--- config.mk ---
export PLATFORM = sky130hd
export DESIGN_NAME = rainbow_hsv_to_rgb_pwm
export DESIGN_NICKNAME = d
export VERILOG_FILES = /design/src/hw/rtl/rhsv_pkg.sv /design/src/hw/rtl/rhsv_core.sv /design/src/hw/rtl/rainbow_hsv_to_rgb_pwm.sv
export SDC_FILE = /design/constraint.sdc
export NUM_CORES = 1
export LEC_CHECK = 0
export BUFFER_PORTS_ARGS = -buffer_cell sky130_fd_sc_hd__buf_4
export CAP_MARGIN = 25
export CORE_MARGIN = 2
export CORE_UTILIZATION = 66
export DETAILED_ROUTE_END_ITERATION = 16
export GPL_TIMING_DRIVEN = 0
export PLACE_DENSITY = 0.84
export SYNTH_ARGS = -nofsm -noshare
export SYNTH_HDL_FRONTEND = slang
export SYNTH_SLANG_ARGS = --single-unit
--- constraint.sdc ---
create_clock -name clk_i -period 13 [get_ports clk_i]
set_input_delay 1.95 -clock clk_i [delete_from_list [all_inputs] [get_ports clk_i]]
set_output_delay 1.95 -clock clk_i [all_outputs]
set_load 0.1 [all_outputs]
--- src/hw/rtl/rhsv_pkg.sv ---
// Package: types and constants of the rainbow HSV to RGB PWM block
`default_nettype none

package rhsv_pkg;

  localparam int unsigned TICK_W    = 16;
  localparam int unsigned TICKS_W   = 4;
  localparam int unsigned PCT_W     = 7;
  localparam int unsigned HUE_W     = 9;
  localparam int unsigned CHAN_W    = 8;
  localparam int unsigned CMP_W     = 10;
  localparam int unsigned MUL_W     = 15;
  localparam int unsigned CFG_IDX_W = 2;
  localparam int unsigned CFG_DAT_W = 16;

  localparam logic [TICK_W-1:0] PERIOD_RST  = 16'd100;
  localparam logic [PCT_W-1:0]  SAT_RST     = 7'd100;
  localparam logic [PCT_W-1:0]  BRI_RST     = 7'd20;
  localparam logic [HUE_W-1:0]  STEP_RST    = 9'd5;
  localparam logic [TICK_W-1:0] TICK_SAT    = 16'hFFFF;
  localparam logic [PCT_W-1:0]  PERCENT_FULL = 7'd100;
  localparam logic [HUE_W:0]    HUE_WRAP    = 10'd360;

  localparam logic [MUL_W-1:0]  CHANNEL_FULL = 15'd255;
  localparam logic [MUL_W-1:0]  SECTOR_DEG   = 15'd60;
  // x/100 = (x*5243)>>19, exact for x below 43690
  // x/60 = (x*17477)>>20, exact for x below 23831
  localparam logic [MUL_W-1:0]  RECIP_100    = 15'd5243;
  localparam int unsigned       SHIFT_100    = 19;
  localparam logic [MUL_W-1:0]  RECIP_60     = 15'd17477;
  localparam int unsigned       SHIFT_60     = 20;
  localparam int unsigned       COMPARE_SHIFT = 2;

  typedef enum logic [CFG_IDX_W-1:0] {
    REG_UPDATE_PERIOD = 2'd0,
    REG_SATURATION    = 2'd1,
    REG_BRIGHTNESS    = 2'd2,
    REG_HUE_STEP      = 2'd3
  } rhsv_reg_e;

  typedef enum logic [3:0] {
    ST_IDLE,
    ST_HI_MUL,
    ST_HI_DIV,
    ST_LO_MUL,
    ST_LO_DIV,
    ST_SEC_DIV,
    ST_SEC_MUL,
    ST_ADJ_MUL,
    ST_ADJ_DIV,
    ST_DONE
  } rhsv_state_e;

  typedef enum logic [2:0] {
    SEC_RED_TO_YELLOW     = 3'd0,
    SEC_YELLOW_TO_GREEN   = 3'd1,
    SEC_GREEN_TO_CYAN     = 3'd2,
    SEC_CYAN_TO_BLUE      = 3'd3,
    SEC_BLUE_TO_MAGENTA   = 3'd4,
    SEC_MAGENTA_TO_RED    = 3'd5
  } rhsv_sector_e;

  typedef struct packed {
    logic              start;
    logic              ack;
    logic [HUE_W-1:0]  hue;
    logic [PCT_W-1:0]  sat;
    logic [PCT_W-1:0]  bri;
  } rhsv_req_t;

  typedef struct packed {
    logic              done;
    logic [CHAN_W-1:0] red;
    logic [CHAN_W-1:0] green;
    logic [CHAN_W-1:0] blue;
    logic [HUE_W-1:0]  hue;
  } rhsv_rsp_t;

endpackage

`default_nettype wire

--- src/hw/rtl/rhsv_core.sv ---
// Iterative HSV to RGB converter built around one shared multiplier
`default_nettype none

module rhsv_core
  import rhsv_pkg::*;
(
  input  wire logic      clk_i,
  input  wire logic      rst_ni,
  input  wire rhsv_req_t req_i,
  output rhsv_rsp_t      rsp_o
);

  rhsv_state_e state_q, state_d;

  logic [HUE_W-1:0]  hue_q, hue_d;
  logic [PCT_W-1:0]  sat_q, sat_d;
  logic [PCT_W-1:0]  bri_q, bri_d;
  logic [MUL_W-1:0]  tmp_q, tmp_d;
  logic [CHAN_W-1:0] hi_q, hi_d;
  logic [CHAN_W-1:0] lo_q, lo_d;
  logic [CHAN_W-1:0] adj_q, adj_d;
  logic [2:0]        sec_q, sec_d;
  logic [5:0]        rem_q, rem_d;

  logic [MUL_W-1:0]   mul_a_s, mul_b_s;
  logic [2*MUL_W-1:0] prod_s;
  logic [HUE_W-1:0]   rem_full_s;
  rhsv_sector_e       sector_s;
  logic [CHAN_W-1:0]  up_s, down_s;

  assign prod_s     = (2*MUL_W)'(mul_a_s) * (2*MUL_W)'(mul_b_s);
  assign rem_full_s = hue_q - prod_s[HUE_W-1:0];

  always_ff @(posedge clk_i or negedge rst_ni) begin
    if (!rst_ni) begin
      state_q <= ST_IDLE;
    end else begin
      state_q <= state_d;
    end
  end

  always_ff @(posedge clk_i) begin
    hue_q <= hue_d;
    sat_q <= sat_d;
    bri_q <= bri_d;
    tmp_q <= tmp_d;
    hi_q  <= hi_d;
    lo_q  <= lo_d;
    adj_q <= adj_d;
    sec_q <= sec_d;
    rem_q <= rem_d;
  end

  always_comb begin
    state_d = state_q;
    hue_d   = hue_q;
    sat_d   = sat_q;
    bri_d   = bri_q;
    tmp_d   = tmp_q;
    hi_d    = hi_q;
    lo_d    = lo_q;
    adj_d   = adj_q;
    sec_d   = sec_q;
    rem_d   = rem_q;
    mul_a_s = '0;
    mul_b_s = '0;
    unique case (state_q)
      ST_IDLE: begin
        if (req_i.start) begin
          hue_d   = req_i.hue;
          sat_d   = (req_i.sat > PERCENT_FULL) ? PERCENT_FULL : req_i.sat;
          bri_d   = (req_i.bri > PERCENT_FULL) ? PERCENT_FULL : req_i.bri;
          state_d = ST_HI_MUL;
        end
      end
      ST_HI_MUL: begin
        mul_a_s = MUL_W'(bri_q);
        mul_b_s = CHANNEL_FULL;
        tmp_d   = prod_s[MUL_W-1:0];
        state_d = ST_HI_DIV;
      end
      ST_HI_DIV: begin
        mul_a_s = tmp_q;
        mul_b_s = RECIP_100;
        hi_d    = prod_s[SHIFT_100 +: CHAN_W];
        state_d = ST_LO_MUL;
      end
      ST_LO_MUL: begin
        mul_a_s = MUL_W'(hi_q);
        mul_b_s = MUL_W'(PERCENT_FULL - sat_q);
        tmp_d   = prod_s[MUL_W-1:0];
        state_d = ST_LO_DIV;
      end
      ST_LO_DIV: begin
        mul_a_s = tmp_q;
        mul_b_s = RECIP_100;
        lo_d    = prod_s[SHIFT_100 +: CHAN_W];
        state_d = ST_SEC_DIV;
      end
      ST_SEC_DIV: begin
        mul_a_s = MUL_W'(hue_q);
        mul_b_s = RECIP_60;
        sec_d   = prod_s[SHIFT_60 +: 3];
        state_d = ST_SEC_MUL;
      end
      ST_SEC_MUL: begin
        mul_a_s = MUL_W'(sec_q);
        mul_b_s = SECTOR_DEG;
        rem_d   = rem_full_s[5:0];
        state_d = ST_ADJ_MUL;
      end
      ST_ADJ_MUL: begin
        mul_a_s = MUL_W'(hi_q - lo_q);
        mul_b_s = MUL_W'(rem_q);
        tmp_d   = prod_s[MUL_W-1:0];
        state_d = ST_ADJ_DIV;
      end
      ST_ADJ_DIV: begin
        mul_a_s = tmp_q;
        mul_b_s = RECIP_60;
        adj_d   = prod_s[SHIFT_60 +: CHAN_W];
        state_d = ST_DONE;
      end
      ST_DONE: begin
        if (req_i.ack) begin
          state_d = ST_IDLE;
        end
      end
      default: begin
        state_d = ST_IDLE;
      end
    endcase
  end

  assign sector_s = rhsv_sector_e'(sec_q);
  assign up_s     = lo_q + adj_q;
  assign down_s   = hi_q - adj_q;

  always_comb begin
    rsp_o.done = (state_q == ST_DONE);
    rsp_o.hue  = hue_q;
    unique case (sector_s)
      SEC_RED_TO_YELLOW: begin
        rsp_o.red = hi_q;   rsp_o.green = up_s;   rsp_o.blue = lo_q;
      end
      SEC_YELLOW_TO_GREEN: begin
        rsp_o.red = down_s; rsp_o.green = hi_q;   rsp_o.blue = lo_q;
      end
      SEC_GREEN_TO_CYAN: begin
        rsp_o.red = lo_q;   rsp_o.green = hi_q;   rsp_o.blue = up_s;
      end
      SEC_CYAN_TO_BLUE: begin
        rsp_o.red = lo_q;   rsp_o.green = down_s; rsp_o.blue = hi_q;
      end
      SEC_BLUE_TO_MAGENTA: begin
        rsp_o.red = up_s;   rsp_o.green = lo_q;   rsp_o.blue = hi_q;
      end
      default: begin
        rsp_o.red = hi_q;   rsp_o.green = lo_q;   rsp_o.blue = down_s;
      end
    endcase
  end

endmodule

`default_nettype wire

--- src/hw/rtl/rainbow_hsv_to_rgb_pwm.sv ---
// Top level: rainbow color stepper producing PWM compare values from HSV
//
// Input channel (in_valid_i/in_ready_o) carries ticks_elapsed. Each transaction
// adds its ticks to a 16-bit saturating counter. When the counter reaches
// update_period, it clears and one result transaction follows on the output
// channel (out_valid_o/out_ready_i) with the RGB compare values and the hue;
// the hue then advances by hue_step and returns to 0 at 360 or above.
// A transaction that does not reach the period gives no result, and the
// block is ready again in the next cycle.
// A due transaction runs eight steps of one shared 15x15 multiplier: when the
// result is presented, in_ready_o returns in the same cycle, so the block takes
// no new transaction while a due one is converted. The output register lets
// the block take the next transaction while a result waits; a new result
// waits in the converter until the receiver takes the old one, holding
// in_ready_o low. Configuration is a plain write port (cfg_we_i, cfg_index_i,
// cfg_wdata_i); the user must write it while idle, which the block does not
// enforce. Reset restores the register defaults (period 100, saturation 100,
// brightness 20, step 5) and clears counter, hue and out_valid_o.
`default_nettype none

module rainbow_hsv_to_rgb_pwm
  import rhsv_pkg::*;
(
  input  wire logic                 clk_i,
  input  wire logic                 rst_ni,
  input  wire logic                 cfg_we_i,
  input  wire logic [CFG_IDX_W-1:0] cfg_index_i,
  input  wire logic [CFG_DAT_W-1:0] cfg_wdata_i,
  input  wire logic                 in_valid_i,
  output logic                      in_ready_o,
  input  wire logic [TICKS_W-1:0]   ticks_elapsed_i,
  output logic                      out_valid_o,
  input  wire logic                 out_ready_i,
  output logic [CMP_W-1:0]          red_compare_o,
  output logic [CMP_W-1:0]          green_compare_o,
  output logic [CMP_W-1:0]          blue_compare_o,
  output logic [HUE_W-1:0]          hue_used_o
);

  logic [TICK_W-1:0] period_q;
  logic [PCT_W-1:0]  sat_q;
  logic [PCT_W-1:0]  bri_q;
  logic [HUE_W-1:0]  step_q;
  logic [TICK_W-1:0] tick_q, tick_d;
  logic [HUE_W-1:0]  hue_q, hue_d;
  logic              busy_q, busy_d;
  logic              out_valid_q, out_valid_d;
  logic [CMP_W-1:0]  red_q, green_q, blue_q;
  logic [HUE_W-1:0]  hue_used_q;

  logic              in_fire_s;
  logic [TICK_W:0]   tick_sum_s;
  logic [TICK_W-1:0] tick_sat_s;
  logic              due_s;
  logic              load_s;
  logic [HUE_W:0]    hue_next_s;
  rhsv_req_t         req_s;
  rhsv_rsp_t         rsp_s;

  rhsv_core u_core (
    .clk_i  (clk_i),
    .rst_ni (rst_ni),
    .req_i  (req_s),
    .rsp_o  (rsp_s)
  );

  assign in_ready_o = !busy_q;
  assign in_fire_s  = in_valid_i && in_ready_o;
  assign tick_sum_s = {1'b0, tick_q} + (TICK_W+1)'(ticks_elapsed_i);
  assign tick_sat_s = tick_sum_s[TICK_W] ? TICK_SAT : tick_sum_s[TICK_W-1:0];
  assign due_s      = (tick_sat_s >= period_q);
  assign load_s     = rsp_s.done && (!out_valid_q || out_ready_i);
  assign hue_next_s = {1'b0, hue_q} + {1'b0, step_q};

  assign req_s.start = in_fire_s && due_s;
  assign req_s.ack   = load_s;
  assign req_s.hue   = hue_q;
  assign req_s.sat   = sat_q;
  assign req_s.bri   = bri_q;

  always_comb begin
    tick_d      = tick_q;
    hue_d       = hue_q;
    busy_d      = busy_q;
    out_valid_d = out_valid_q;
    if (out_valid_q && out_ready_i) begin
      out_valid_d = 1'b0;
    end
    if (in_fire_s) begin
      tick_d = due_s ? '0 : tick_sat_s;
      busy_d = due_s;
    end
    if (load_s) begin
      out_valid_d = 1'b1;
      busy_d      = 1'b0;
      hue_d       = (hue_next_s >= HUE_WRAP) ? '0 : hue_next_s[HUE_W-1:0];
    end
  end

  always_ff @(posedge clk_i or negedge rst_ni) begin
    if (!rst_ni) begin
      period_q    <= PERIOD_RST;
      sat_q       <= SAT_RST;
      bri_q       <= BRI_RST;
      step_q      <= STEP_RST;
      tick_q      <= '0;
      hue_q       <= '0;
      busy_q      <= 1'b0;
      out_valid_q <= 1'b0;
    end else begin
      tick_q      <= tick_d;
      hue_q       <= hue_d;
      busy_q      <= busy_d;
      out_valid_q <= out_valid_d;
      if (cfg_we_i) begin
        unique case (rhsv_reg_e'(cfg_index_i))
          REG_UPDATE_PERIOD: period_q <= cfg_wdata_i;
          REG_SATURATION:    sat_q    <= cfg_wdata_i[PCT_W-1:0];
          REG_BRIGHTNESS:    bri_q    <= cfg_wdata_i[PCT_W-1:0];
          REG_HUE_STEP:      step_q   <= cfg_wdata_i[HUE_W-1:0];
          default:           period_q <= period_q;
        endcase
      end
    end
  end

  always_ff @(posedge clk_i) begin
    if (load_s) begin
      red_q      <= {rsp_s.red,   COMPARE_SHIFT'(0)};
      green_q    <= {rsp_s.green, COMPARE_SHIFT'(0)};
      blue_q     <= {rsp_s.blue,  COMPARE_SHIFT'(0)};
      hue_used_q <= rsp_s.hue;
    end
  end

  assign out_valid_o     = out_valid_q;
  assign red_compare_o   = red_q;
  assign green_compare_o = green_q;
  assign blue_compare_o  = blue_q;
  assign hue_used_o      = hue_used_q;

endmodule

`default_nettype wire

==> results.sh <==
export IMPL_arrival_ns=9.24
export IMPL_die_x_um=163.4
export IMPL_routed_wl_um=43130
export IMPL_crit_path_end_kind="register"
export IMPL_cts_buffers=17
export IMPL_grt_pass1_wl_um=69550
export IMPL_synth_edff_count=104
export IMPL_num_antenna_cells=0
export IMPL_cap_violations=0
export IMPL_cts_resized=0
export IMPL_r2r_start="u_core.hi_q[0]"
export IMPL_path_max_fanout=10
export IMPL_critPathTopFamily="adder cells"
export IMPL_timing_fmax_ghz=0.1100
export IMPL_critPathLaunchType="register"
export IMPL_setup_tns_ns=0
export IMPL_syn_area_per_cell_um2=9.865
export IMPL_worst_path_buf_inv=6
export IMPL_cpPeakStageDelay_ns=0.60
export IMPL_cp_startpoint="u_core.hi_q[0]"
export IMPL_cpMaxStageDelayCell="a221oi_1"
export IMPL_core_area_um2=25040
export IMPL_cts_tree="yes"
export IMPL_drv_slew=0
export IMPL_ys_flop_type="edfxtp_1"
export IMPL_criticalPathCategory="register to register"
export IMPL_first_pass_iters=5
export IMPL_fin_cells=2163
export IMPL_area_growth_pct=9.759
export IMPL_yosysWarnings=0
export IMPL_grt_pass1_vias=13290
export IMPL_fin_skew_ns=0.01333
export IMPL_start_util_pct=66.98
export IMPL_io_pins=68
export IMPL_syn_instance_count=1700
export IMPL_yosysUniqueCellTypes=83
export IMPL_yosys_register_bits=174
export IMPL_required_ns=13.15
export IMPL_wire_per_inst_um=19.94
export IMPL_grt_usage_pct=34.09
export IMPL_synth_seq_area_share_pct=29.14
export IMPL_clkTransAtPathRegs_ns=0.08
export IMPL_port_buffers=61
export IMPL_synthArstFlopShare_pct=40.23
export IMPL_setup_viol=0
export IMPL_hold_slack_ns=0.4981
export IMPL_holdCritStartpoint="u_core.hue_q[6]"
export IMPL_post_cts_buffers=0
export IMPL_holdBufCountCts=0
export IMPL_dieHeight_um=163.4
export IMPL_clock_latency_ns=0.43
export IMPL_dpl_hpwl_um=34170
export IMPL_rsz0062_at_grt="false"
export IMPL_core_rowCount=58
export IMPL_grt_max_degree=71
export IMPL_finalWeightedCongestion=0.9953
export IMPL_dp_cells=2131
export IMPL_cp_common_cell="fa_1"
export IMPL_cts_max_path_buffers=2
export IMPL_antenna_left=0
export IMPL_cts_sinks=174
export IMPL_tightest_slew_ns=0.9865
export IMPL_clock_tree_root_cell="clkbuf_16"
export IMPL_drc=0
export IMPL_drive_gt1_share_pct=10.80
export IMPL_hold_viol=0
export IMPL_pre_cts_ws_ns=4.040
export IMPL_die_area_um2=26700
export IMPL_slew_headroom_pct=33.87
export IMPL_overflow=0
export IMPL_dr_first_iter_drc_count=1309
export IMPL_htreeDepth=4
export IMPL_period_share_pct=69.93
export IMPL_syn_area_um2=16770
export IMPL_finalNetCount=2160
export IMPL_vias=13050
export IMPL_setup_ws_ns=3.909
export IMPL_status="completed"
export IMPL_antenna_found_initial=0
export IMPL_avgViaCountPerCell=6.035
export IMPL_period_needed_ns=9.091
export IMPL_hold_class="register to register"
final timing paths:
kind,endpoint,slack (ns),depth (start not counted)
min,hue_used_o[6],0.50,0
min in group asynchronous,tick_q[3],1.62,1
max,u_core.hi_q[1],3.91,29
max reg2reg,u_core.hi_q[1],3.91,29
min reg2reg,hue_used_o[6],0.50,0
max in group asynchronous,hue_q[2],10.77,1
worst register-to-register path: cells and delay by family, from the launching register on:
kind	cells	cell delay [ns]
DFF	1	0.48
buffers and inverters	6	0.72
and+or+nand+nor	5	0.82
adders and majority gates	9	4.06
AOI/OAI and AO/OA	7	2.07
xor gates and xnor gates	2	0.68
placed cells by master, fill, tap and decap left out, types with 9 or more instances in the layout:
| cell | count |
|---|---|
| nand2b_1 | 32 |
| a22oi_1 | 11 |
| nand3_1 | 23 |
| o21ai_0 | 85 |
| and2_1 | 13 |
| dfstp_2 | 10 |
| clkbuf_1 | 33 |
| buf_4 | 75 |
| or2_2 | 18 |
| mux2_2 | 25 |
| nand2_1 | 130 |
| o31ai_1 | 14 |
| a31oi_1 | 10 |
| and3_1 | 9 |
| nor2_1 | 160 |
| a21o_1 | 20 |
| clkbuf_16 | 17 |
| buf_2 | 11 |
| inv_1 | 239 |
| a21oi_1 | 72 |
| o21a_1 | 16 |
| xor2_1 | 18 |
| ha_1 | 141 |
| nor3_1 | 14 |
| xnor2_1 | 48 |
| nand4_1 | 9 |
| conb_1 | 40 |
| fa_1 | 172 |
| o22ai_1 | 12 |
| a211oi_1 | 12 |
| nor2b_1 | 22 |
| edfxtp_1 | 104 |
| mux2i_1 | 9 |
| dfrtp_1 | 60 |
| o211ai_1 | 12 |
area by class of cell:
| cell class | count | area (µm²) |
|---|---|---|
| Timing Repair Buffer | 63 | 469.2 |
| Clock buffer | 17 | 425.4 |
| Inverter | 242 | 914.6 |
| Multi-Input combinational cell | 1260 | 10800 |
| Sequential cell | 174 | 4887 |
| Buffer | 62 | 317.8 |
| Clock inverter | 15 | 176.4 |
| Tap cell | 330 | 412.9 |
| Fill cell | 1803 | 6630 |
per-layer routing:
layer | part of all wire, % | global-route usage (%)
met3 | 8.5 | 5.764
met2 | 46 | 55.39
met5 | 0 | 0
met1 | 40 | 45.08
met4 | 5.0 | 15.73
sequential cells by signal, indices dropped and copies added, names as in the netlist:
name	count
u_core.tmp_q	15
u_core.sat_q	7
step_q	9
u_core.hue_q	9
red_compare_o	8
period_q	16
u_core.lo_q	8
u_core.sec_q	3
u_core.hi_q	8
green_compare_o	8
u_core.adj_q	8
hue_q	9
u_core.bri_q	7
tick_q	16
hue_used_o	9
u_core.rem_q	6
out_valid_o	1
blue_compare_o	8
bri_q	7
busy_q	1
u_core.state_q	4
sat_q	7
kinds of logic after synthesis:
group                      after synthesis  synth area share (%)
xor gates and xnor gates                68                 3.678
buffers and inverters                  304                 7.349
DFF                                    174                 29.14
other                                    2               0.04478
muxes                                   34                 2.216
adders and majority gates              313                 31.05
and+or+nand+nor                        480                 13.94
AOI/OAI and AO/OA                      325                 12.58
through the flow:
stage / utilization, % / cell area, µm²
finish: 73.52 / 18410
global route: 73.52 / 18410
CTS: 73.52 / 18410
detailed placement: 71.11 / 17800
global placement: 71.03 / 17780
floorplan: - / 16910
Yosys cell counts, drive strengths merged, types with 9 or more instances:
cell | number | share of area (%)
xor2 | 19 | 1.0
or2 | 26 | 0.97
nand2 | 131 | 3.0
o211ai | 12 | 0.54
o22ai | 12 | 0.45
inv | 240 | 5.4
and3 | 9 | 0.34
a22oi | 11 | 0.49
edfxtp | 104 | 19
dfrtp | 60 | 9.0
nand3 | 23 | 0.69
o21a | 16 | 0.72
nand2b | 34 | 1.4
and2 | 13 | 0.48
mux2i | 9 | 0.54
fa | 172 | 21
nor3 | 20 | 0.75
a21oi | 75 | 2.4
xnor2 | 48 | 2.5
a31oi | 11 | 0.50
a211oi | 14 | 0.69
a21o | 20 | 0.90
o31ai | 14 | 0.63
buf | 29 | 1.2
nor2b | 22 | 0.82
nand4 | 10 | 0.41
ha | 141 | 11
o21ai | 89 | 2.7
dfstp | 10 | 1.6
nor2 | 160 | 3.6
mux2 | 25 | 1.7
clkbuf | 33 | 0.74
Power is not shown: default switching activity piles up to over one toggle a cycle in this logic, so the estimate is an artifact.
